===== src/rmte_delay.sv =====
// ----------------------------------------------------------------------------
// Pipeline delay line
// Carries side data alongside the CORDIC stages, advancing on enable.
// ----------------------------------------------------------------------------
module rmte_delay #(
    parameter int WIDTH = 16,
    parameter int DEPTH = 4
) (
    input  logic             i_clk,
    input  logic             i_en,
    input  logic [WIDTH-1:0] i_data,
    output logic [WIDTH-1:0] o_data
);

    logic [WIDTH-1:0] r_line [0:DEPTH-1];

    // Shift one place on every pipeline advance.
    always_ff @(posedge i_clk) begin
        if (i_en) begin
            r_line[0] <= i_data;
            for (int i = 1; i < DEPTH; i++) begin
                r_line[i] <= r_line[i-1];
            end
        end
    end

    assign o_data = r_line[DEPTH-1];

endmodule


===== config.mk =====
export PLATFORM = sky130hd
export DESIGN_NAME = rmte_delay
export DESIGN_NICKNAME = d
export VERILOG_FILES = /design/src/rmte_delay.sv
export SDC_FILE = /design/constraint.sdc
export NUM_CORES = 1
export LEC_CHECK = 0
export BUFFER_PORTS_ARGS = -buffer_cell sky130_fd_sc_hd__buf_2
export CORE_UTILIZATION = 45
export CTS_CLUSTER_DIAMETER = 200
export DETAILED_ROUTE_END_ITERATION = 6
export HOLD_SLACK_MARGIN = 0.12
export PLACE_DENSITY = 0.66
export SKIP_LAST_GASP = 1
export SYNTH_ARGS = -nofsm -noshare
export SYNTH_HDL_FRONTEND = slang
export SYNTH_SLANG_ARGS = --single-unit

===== constraint.sdc =====
create_clock -name i_clk -period 0.8 [get_ports i_clk]
set_input_delay 0.16 -clock i_clk [delete_from_list [all_inputs] [get_ports i_clk]]
set_output_delay 0.16 -clock i_clk [all_outputs]
set_load 0.01 [all_outputs]

==> key figures <==
Final layout
  • Comb_multi_in: 0
  • Area delta synth->final: 33.9%
  • Top Registers: r_line: 64 flops
  • Ant. Diodes: 0
  • FF/Latch Area: 1920 um2
  • Reg with most FFs: r_line
  • Filler cells: 264
  • Share of cells above drive strength 1: 0.364
  • Cell area after layout: 2570 um2
  • Final #Nets: 145
  • Max reg flops: 64
  • Area of the multi-input gates: 0 um2

Placement
  • Post-placement cell area: 2210 um2
  • Setup WS pre-CTS: -0.0379 ns
  • Port buffer count: 33
  • Final RePlAce weighted congestion: 0.598

Clock network
  • CTS tree: built
  • Clock buffer depth: 2
  • Post-CTS setup buffer count: 0
  • CTS root buf: clkbuf_8
  • Clock sink count: 64
  • CTS Buf Count: 9
  • Clock Latency Late Sink: 0.32 ns
  • CTS H-tree lvls: 3
  • PostCTS Resize Cnt: 0
  • Clock-pin slew on the worst setup and hold paths: 0.06 ns

Setup path
  • WP buf/inv: 1
  • Crit start category: register
  • Crit-path max FO: 1
  • Worst path slowest cell: edfxtp_1
  • Critical path capture point type: primary output
  • R2r startpoint: r_line[2][6]$_DFFE_PP_
  • Largest delay contributor family on the critical path: flip-flops
  • Critical path class: reg -> out
  • Worst R2R Path Depth: 0
  • Crit-path max cell delay: 0.37 ns
  • R2R setup slack: 0.15 ns
  • Reg-to-reg endpoint: r_line[3][6]$_DFFE_PP_
  • CP endpoint: o_data[6]
  • Critical path cell sequence: buf_2
  • CP Data Arrival Time: 0.84 ns
  • CP Launch Point: r_line[3][6]$_DFFE_PP_
  • WP data required: 0.64 ns
  • Cell count along the critical path: 1

Yosys
  • Avg Cell Area, Syn: 30.0 um2
  • Gate Count Post-Synth: 64
  • Yosys top cell area share: 1.00
  • Ranking of synthesized cells by area: edfxtp_1
  • Seq cells post-synth: 64
  • Synth Cell Area: 1920 um2
  • Syn Nets: 82
  • Synth area leader: edfxtp_1
  • Sequential element share of the synthesized area: 1.00
  • Synth warnings: 0
  • Count of cell types in the netlist: 1

Floorplan
  • # IOs: 34
  • Row Count: 23
  • Initial Utilization: 0.474
  • Core area: 4060 um2
  • Total die area: 4540 um2
  • Die width: 67.4 um
  • Chip height: 67.4 um

Power and ir drop
  • Power per cell area: 2730 nW/um2
  • Comb power frac: 0.036
  • Internal Power: 5.83 mW
  • Leak pwr: 0.953 nW
  • Psw: 1.19 mW
  • Maximum vdd ir drop: 1510 uV
  • Clk pwr share: 0.393
  • Switching Share: 0.169
  • Sequential power share: 0.570
  • Final Total Pwr: 7.02 mW

Outcome
  • Outcome: finished, violations left
  • Failing checks: setup timing

Min path
  • Hold Crit Start: i_en
  • Hold/Removal Path Class: in -> reg

Global route
  • Number of global-route vias before repair: 756
  • Grt ovf: 0
  • Largest net degree at the start of global routing: 25
  • Total GRT Usage: 0.117
  • Initial antenna violation count: 0
  • Global-route wire length before repair: 3.25 mm

Timing
  • Min cycle time layout: 0.998 ns
  • Tcrit/Tclk final: 1.25
  • Fin Setup TNS: -2.78 ns
  • RSZ-0062 raised after global routing: yes
  • Setup ws final: -0.198 ns
  • Slew headroom: 0.892
  • Final hold violations: 0
  • Max Clock Skew: 0.00476 ns
  • Worst slew pin tran: 0.164 ns
  • Max Transition Viols Final: 0
  • Setup violators final: 16
  • Maximum clock rate: 1000 MHz

Job
  • Maxcap violations: 0

Route
  • Drt total wl: 2.14 mm
  • Pre-antenna DRT Iters: 4
  • Routed vias: 774
  • Remaining antenna violation count after routing: 0
  • DRC violations left: 0
  • Initial DRC count: 19
  • WL/cell: 11.8 um
  • Via-to-Cell Ratio: 4.25
worst min path at each step:
stage / end / cells past startpoint
floorplan: r_line[0][0]$_DFFE_PP_ / 0
global placement: r_line[0][8]$_DFFE_PP_ / 1
detailed placement: r_line[0][1]$_DFFE_PP_ / 1
CTS: r_line[3][13]$_DFFE_PP_ / 2
global route: r_line[3][13]$_DFFE_PP_ / 2
finish: r_line[1][8]$_DFFE_PP_ / 2
power groups by stage:
stage	Combinational [mW]	Clock [mW]	Sequential, mW
after global placement	0.193	0	4.06
after global routing	0.279	2.99	4.02
after floorplan	0	0	4.09
after CTS	0.259	2.86	4.01
final	0.256	2.76	4.00
after detailed placement	0.198	0	4.08
repair_timing:
item / in CTS / in global routing
hold endpoints to repair: 16 / 0
hold buffers: 16 / 0
setup endpoints to repair: 16 / 16
synth_stat cells (all sizes together):
| cell type | instances |
|---|---|
| edfxtp | 64 |
metal layers:
layer / track usage / vias to the layer above / share of wire
met5: 0 / - / 0
met4: 0.104 / 0 / 0.028
met2: 0.171 / 28 / 0.52
met3: 0.0760 / 6 / 0.075
met1: 0.110 / 354 / 0.37
li1: - / 386 / -
area by class of cell:
cell class / instances / area share
clock buffers: 12 / 0.0525
clock inverters: 4 / 0.0267
flip-flops and latches: 64 / 0.747
repair buffers: 52 / 0.150
well taps: 50 / 0.0243
cells in the final DEF (no fill, tap or decap):
cell type	synthesis	layout
clkinv_2	0	1
dlygate4sd3_1	0	16
clkinv_1	0	1
bufinv_16	0	2
buf_12	0	3
edfxtp_1	64	64
buf_2	0	33
clkbuf_1	0	3
clkbuf_8	0	9
metrics by stage:
step           instances  utilization  hold slack, ns
6_report             182        0.634           0.327
5_1_grt              182        0.634           0.314
4_1_cts              182        0.634           0.311
3_5_place_dp         150        0.545           0.338
3_3_place_gp         150        0.545           0.339
2_1_floorplan         64            -           0.259
kinds of logic (layout without fill, tap and decap cells):
logic type | after synthesis | count (layout) | share of synthesized area
DFF | 64 | 64 | 1.00
buffers and inverters | 0 | 68 | 0
No activity file was read; power rests on OpenSTA's default activity.
