<file path="src/rmte_pkg.sv">
// ----------------------------------------------------------------------------
// Rotation matrix to Euler angles package
// Turn-angle constants and the CORDIC arctangent table.
// ----------------------------------------------------------------------------
package rmte_pkg;

    // Internal angles are unsigned binary angles, 2^32 per turn.
    localparam int TURN_BITS = 32;
    typedef logic [TURN_BITS-1:0] t_turn;

    localparam t_turn HALF_TURN    = 32'h8000_0000;
    localparam t_turn QUARTER_TURN = 32'h4000_0000;

    // Inverse CORDIC gain in Q31.
    localparam logic [63:0] GAIN_INV_Q31 = 64'd1304065749;

    // atan(2^-i) as a turn angle, rounded.
    function automatic t_turn atan_entry(input int idx);
        t_turn v;
        case (idx)
            0:       v = 32'h20000000;
            1:       v = 32'h12E4051E;
            2:       v = 32'h09FB385B;
            3:       v = 32'h051111D4;
            4:       v = 32'h028B0D43;
            5:       v = 32'h0145D7E1;
            6:       v = 32'h00A2F61E;
            7:       v = 32'h00517C55;
            8:       v = 32'h0028BE53;
            9:       v = 32'h00145F2F;
            10:      v = 32'h000A2F98;
            11:      v = 32'h000517CC;
            12:      v = 32'h00028BE6;
            13:      v = 32'h000145F3;
            14:      v = 32'h0000A2FA;
            15:      v = 32'h0000517D;
            16:      v = 32'h000028BE;
            17:      v = 32'h0000145F;
            18:      v = 32'h00000A30;
            19:      v = 32'h00000518;
            20:      v = 32'h0000028C;
            21:      v = 32'h00000146;
            22:      v = 32'h000000A3;
            23:      v = 32'h00000051;
            24:      v = 32'h00000029;
            25:      v = 32'h00000014;
            26:      v = 32'h0000000A;
            27:      v = 32'h00000005;
            28:      v = 32'h00000003;
            29:      v = 32'h00000001;
            30:      v = 32'h00000001;
            default: v = 32'h00000000;
        endcase
        return v;
    endfunction

endpackage

</file>
<file path="src/rmte_rot_cordic.sv">
// ----------------------------------------------------------------------------
// Rotating CORDIC
// Pipelined cosine and sine of a turn angle, gain compensated.
// ----------------------------------------------------------------------------
module rmte_rot_cordic #(
    parameter int FRAC   = 14,
    parameter int STAGES = 16
) (
    input  logic                    i_clk,
    input  logic                    i_rst_n,
    input  logic                    i_en,
    input  logic                    i_valid,
    input  rmte_pkg::t_turn         i_z,
    output logic                    o_valid,
    output logic signed [FRAC+2:0]  o_cos,
    output logic signed [FRAC+2:0]  o_sin
);
    import rmte_pkg::*;

    localparam int CW = FRAC + 3;
    localparam logic [63:0] X_INIT_WIDE =
        (GAIN_INV_Q31 + (64'd1 << (30 - FRAC))) >> (31 - FRAC);
    localparam logic signed [CW-1:0] X_INIT = CW'(X_INIT_WIDE);

    logic              r_valid [0:STAGES+1];
    logic              r_flip  [0:STAGES];
    logic signed [CW-1:0] r_x  [0:STAGES];
    logic signed [CW-1:0] r_y  [0:STAGES];
    t_turn             r_z     [0:STAGES];
    logic signed [CW-1:0] r_cos;
    logic signed [CW-1:0] r_sin;
    t_turn             z_shift;

    assign z_shift = i_z + QUARTER_TURN;

    // Bring the angle into the right half plane; remember to negate.
    always_ff @(posedge i_clk) begin
        if (!i_rst_n) begin
            r_valid[0] <= 1'b0;
        end else if (i_en) begin
            r_valid[0] <= i_valid;
        end
    end

    always_ff @(posedge i_clk) begin
        if (i_en) begin
            r_x[0] <= X_INIT;
            r_y[0] <= '0;
            if (z_shift > HALF_TURN) begin
                r_z[0]    <= i_z + HALF_TURN;
                r_flip[0] <= 1'b1;
            end else begin
                r_z[0]    <= i_z;
                r_flip[0] <= 1'b0;
            end
        end
    end

    // One micro-rotation per stage, driving z toward zero.
    for (genvar j = 1; j <= STAGES; j++) begin : g_stage
        localparam t_turn ATAN = atan_entry(j - 1);

        always_ff @(posedge i_clk) begin
            if (!i_rst_n) begin
                r_valid[j] <= 1'b0;
            end else if (i_en) begin
                r_valid[j] <= r_valid[j-1];
            end
        end

        always_ff @(posedge i_clk) begin
            if (i_en) begin
                r_flip[j] <= r_flip[j-1];
                if (!r_z[j-1][TURN_BITS-1]) begin
                    r_x[j] <= r_x[j-1] - (r_y[j-1] >>> (j - 1));
                    r_y[j] <= r_y[j-1] + (r_x[j-1] >>> (j - 1));
                    r_z[j] <= r_z[j-1] - ATAN;
                end else begin
                    r_x[j] <= r_x[j-1] + (r_y[j-1] >>> (j - 1));
                    r_y[j] <= r_y[j-1] - (r_x[j-1] >>> (j - 1));
                    r_z[j] <= r_z[j-1] + ATAN;
                end
            end
        end
    end

    // Undo the half-turn fold.
    always_ff @(posedge i_clk) begin
        if (!i_rst_n) begin
            r_valid[STAGES+1] <= 1'b0;
        end else if (i_en) begin
            r_valid[STAGES+1] <= r_valid[STAGES];
        end
    end

    always_ff @(posedge i_clk) begin
        if (i_en) begin
            r_cos <= r_flip[STAGES] ? -r_x[STAGES] : r_x[STAGES];
            r_sin <= r_flip[STAGES] ? -r_y[STAGES] : r_y[STAGES];
        end
    end

    assign o_valid = r_valid[STAGES+1];
    assign o_cos   = r_cos;
    assign o_sin   = r_sin;

endmodule

</file>
<file path="config.mk">
export PLATFORM = sky130hd
export DESIGN_NAME = rmte_rot_cordic
export DESIGN_NICKNAME = d
export VERILOG_FILES = /design/src/rmte_pkg.sv /design/src/rmte_rot_cordic.sv
export SDC_FILE = /design/constraint.sdc
export NUM_CORES = 2
export LEC_CHECK = 0
export BUFFER_PORTS_ARGS = -buffer_cell sky130_fd_sc_hd__buf_2
export CORE_MARGIN = 5
export CORE_UTILIZATION = 45
export DETAILED_ROUTE_END_ITERATION = 7
export HOLD_SLACK_MARGIN = 0.12
export PLACE_DENSITY = 0.61
export SKIP_CTS_REPAIR_TIMING = 1
export SLEW_MARGIN = 20
export SYNTH_ARGS = -nofsm -noshare
export SYNTH_HDL_FRONTEND = slang
export SYNTH_SLANG_ARGS = --single-unit
export TNS_END_PERCENT = 20
</file>
<file path="constraint.sdc">
create_clock -name i_clk -period 5.1 [get_ports i_clk]
set_clock_uncertainty 0.1 [all_clocks]
set_input_delay 0.51 -clock i_clk [delete_from_list [all_inputs] [get_ports i_clk]]
set_output_delay 0.51 -clock i_clk [all_outputs]
set_load 0.005 [all_outputs]
</file>
==> out/results.tsv <==
metric	value	unit
routed_wl	174300	µm
fp.dieH	427.4	µm
critPathCaptureType	flip-flop	
min_period	4.204	ns
synthDistinctLibCells	94	
path_class	flip-flop to flip-flop	
root_buffer	clkbuf_16	
postPlaceCellArea	81820	µm²
multi_input_area	44710	µm²
cts.path.max_buffers	3	
n_fill_cell	15740	
wl_per_cell	16.78	µm
cts_made_buffers	132	
required	5.48	ns
hpwlAfterDp	134600	µm
hold_end	r_x[10][11]$_DFFE_PP_	
synth_top_area_frac	0.4037	
r2r_setup_slack	0.90	ns
maxCapViolations	0	
ys.flop_type	edfxtp_1	
async_flop_share	0	
hold_viol_final	0	
num_io_pins	71	
layout_commonest_cell	edfxtp_1	
synth-edff-count	1054	
min-delay-start	i_en	
synth_seq_cells	1055	
period_share	0.8243	
hold_depth	2	
status	finished, final reports clean	
rows	153	
worstSetupStartpointType	flip-flop	
synth_area_leader_cell	edfxtp_1	
avgSynthCellArea	10.08	µm²
start_util	0.4515	
clk_pin_slew	0.05	ns
timing.rr.start	r_z[10][31]$_DFFE_PP_	
final_area	86280	µm²
area_growth	10.05	%
setup_tns	0	ns
rsz0062_at_grt	false	
r2r.worst_path.cells	14	
grt_start_max_net_pins	146	
relSlewSlack	0.3645	
dr.pass1.iters	5	
dieArea	182700	µm²
grt.overflow.total	0	
h-tree-depth	4	
grt_pass1_vias	56780	
route.detailed.drc	0	
synthCells	7781	
nets	8988	
numPortBuffers	70	
ys_warn_count	0	
antenna_found_initial	0	
antenna_left	0	
cts.sinks	1055	
place.gp.congestion	0.8852	
setup_viol	0	
worstHoldPathType	input pin to flip-flop	
finalMaxSlewViolations	0	
vias	57930	
synth_area	78400	µm²
drive_above_1_share	0.05246	
seq_area	31670	µm²
synth-seq-area-share	0.4040	
worst_pin_slew	0.9533	ns
max_freq	237.9	MHz
vias_per_cell	5.575	
drt_iter0_markers	3515	
arrival	4.59	ns
gr-usage-all-layers	0.1876	
final_util	0.4969	
coreArea	173600	µm²
die_w	427.4	µm
mostFrequentLayoutCells	1054 x edfxtp_1, 936 x ha_1, 765 x a21oi_1	
clk_latency	0.78	ns
cts_tree	done	
critPathMaxFanout	9	
reg2reg_to	r_y[11][16]$_DFFE_PP_	
grt_pass1_wl	284300	µm
synth_area_leaders	edfxtp_1 40%, ha_1 15%, xnor2_1 7.0%	
-- synthesized netlist by cell type, drive strengths merged (17+ instances only) --
cell,instances
nor3,185
o211ai,41
clkbuf,117
xnor2,629
or3,99
o21bai,73
nor2,526
edfxtp,1054
nand4,54
nand2b,57
nand2,562
a211oi,123
o41ai,24
a21boi,35
nand3,218
fa,44
ha,936
a211o,30
a31o,20
inv,414
a2111oi,17
mux2i,30
xor2,272
nor2b,97
and2,39
and3,107
a41oi,22
o21a,81
a21o,314
a21oi,769
o21ai,383
a31oi,68
nor4,45
o31ai,69
or2,33
-- cells by family (layout without fill, tap and decap cells) --
family                     count (synthesis)  after routing  synth area share
DFF                                     1055           1055            0.4040
and+or+nand+nor                         2079           2079            0.1261
adders and majority gates                980            980            0.1606
other                                      2              5        0.00009580
AOI/OAI and AO/OA                       2188           2188            0.1778
xor gates and xnor gates                 902            902            0.1009
buffers and inverters                    540            821           0.02587
muxes                                     35             35          0.004549
-- per-layer routing --
metal	global-route usage	vias to the layer above	part of all wire
met2	0.3353	978	0.49
met1	0.2360	27290	0.44
met4	0.05792	0	0.028
met3	0.02365	279	0.034
li1	-	29380	-
met5	0	-	0
-- worst max path at each step --
stage,end,slack (ns),cells after the start,start
floorplan,r_x[14][16]$_DFFE_PP_,0.39,16,i_en
CTS,r_y[11][16]$_DFFE_PP_,0.85,14,r_z[10][31]$_DFFE_PP_
detailed placement,r_z[3][31]$_DFFE_PP_,0.46,16,i_en
global route,r_y[11][16]$_DFFE_PP_,0.62,14,r_z[10][31]$_DFFE_PP_
global placement,r_z[3][31]$_DFFE_PP_,0.43,16,i_en
finish,r_y[11][16]$_DFFE_PP_,0.90,14,r_z[10][31]$_DFFE_PP_
-- critical path, stage by stage (launching register included) --
cell	delay (ns)
edfxtp_1	0.49
nand2_1	0.23
clkinv_1	0.33
nor2_1	0.21
xnor2_1	0.21
ha_1	0.33
a21o_1	0.19
a21o_1	0.20
a21oi_1	0.22
o21ai_0	0.23
a211oi_1	0.38
nor3_1	0.13
or3_1	0.37
a21oi_1	0.19
xnor2_1	0.12
-- cell type report --
class                   count  area share
inverters                 416     0.01810
flip-flops and latches   1055      0.3671
clock inverters            69    0.007599
diodes                      1  0.00002900
multi-input cells        6188      0.5181
well taps                2325     0.03372
clock buffers             157     0.04011
repair buffers            179     0.01523
-- flip-flops by register name, indices dropped and copies added, names as in the netlist --
register  flops
o_cos        17
o_sin        17
r_flip       17
r_valid      18
r_x         253
r_y         253
r_z         480
-- per-stage QoR --
step	worst slack, ns	hold WS (ns)	cells
after global placement	0.4254	0.3015	10130
after CTS	0.8484	-0.2497	10360
after global routing	0.6225	0.1371	10390
after detailed placement	0.4558	0.3045	10130
after floorplan	0.3855	0.3003	7783
final	0.8962	0.1920	10390
Power is left out: the tool's default activity adds up to more than one toggle a clock period on the data nets, which glitch-free logic cannot reach.
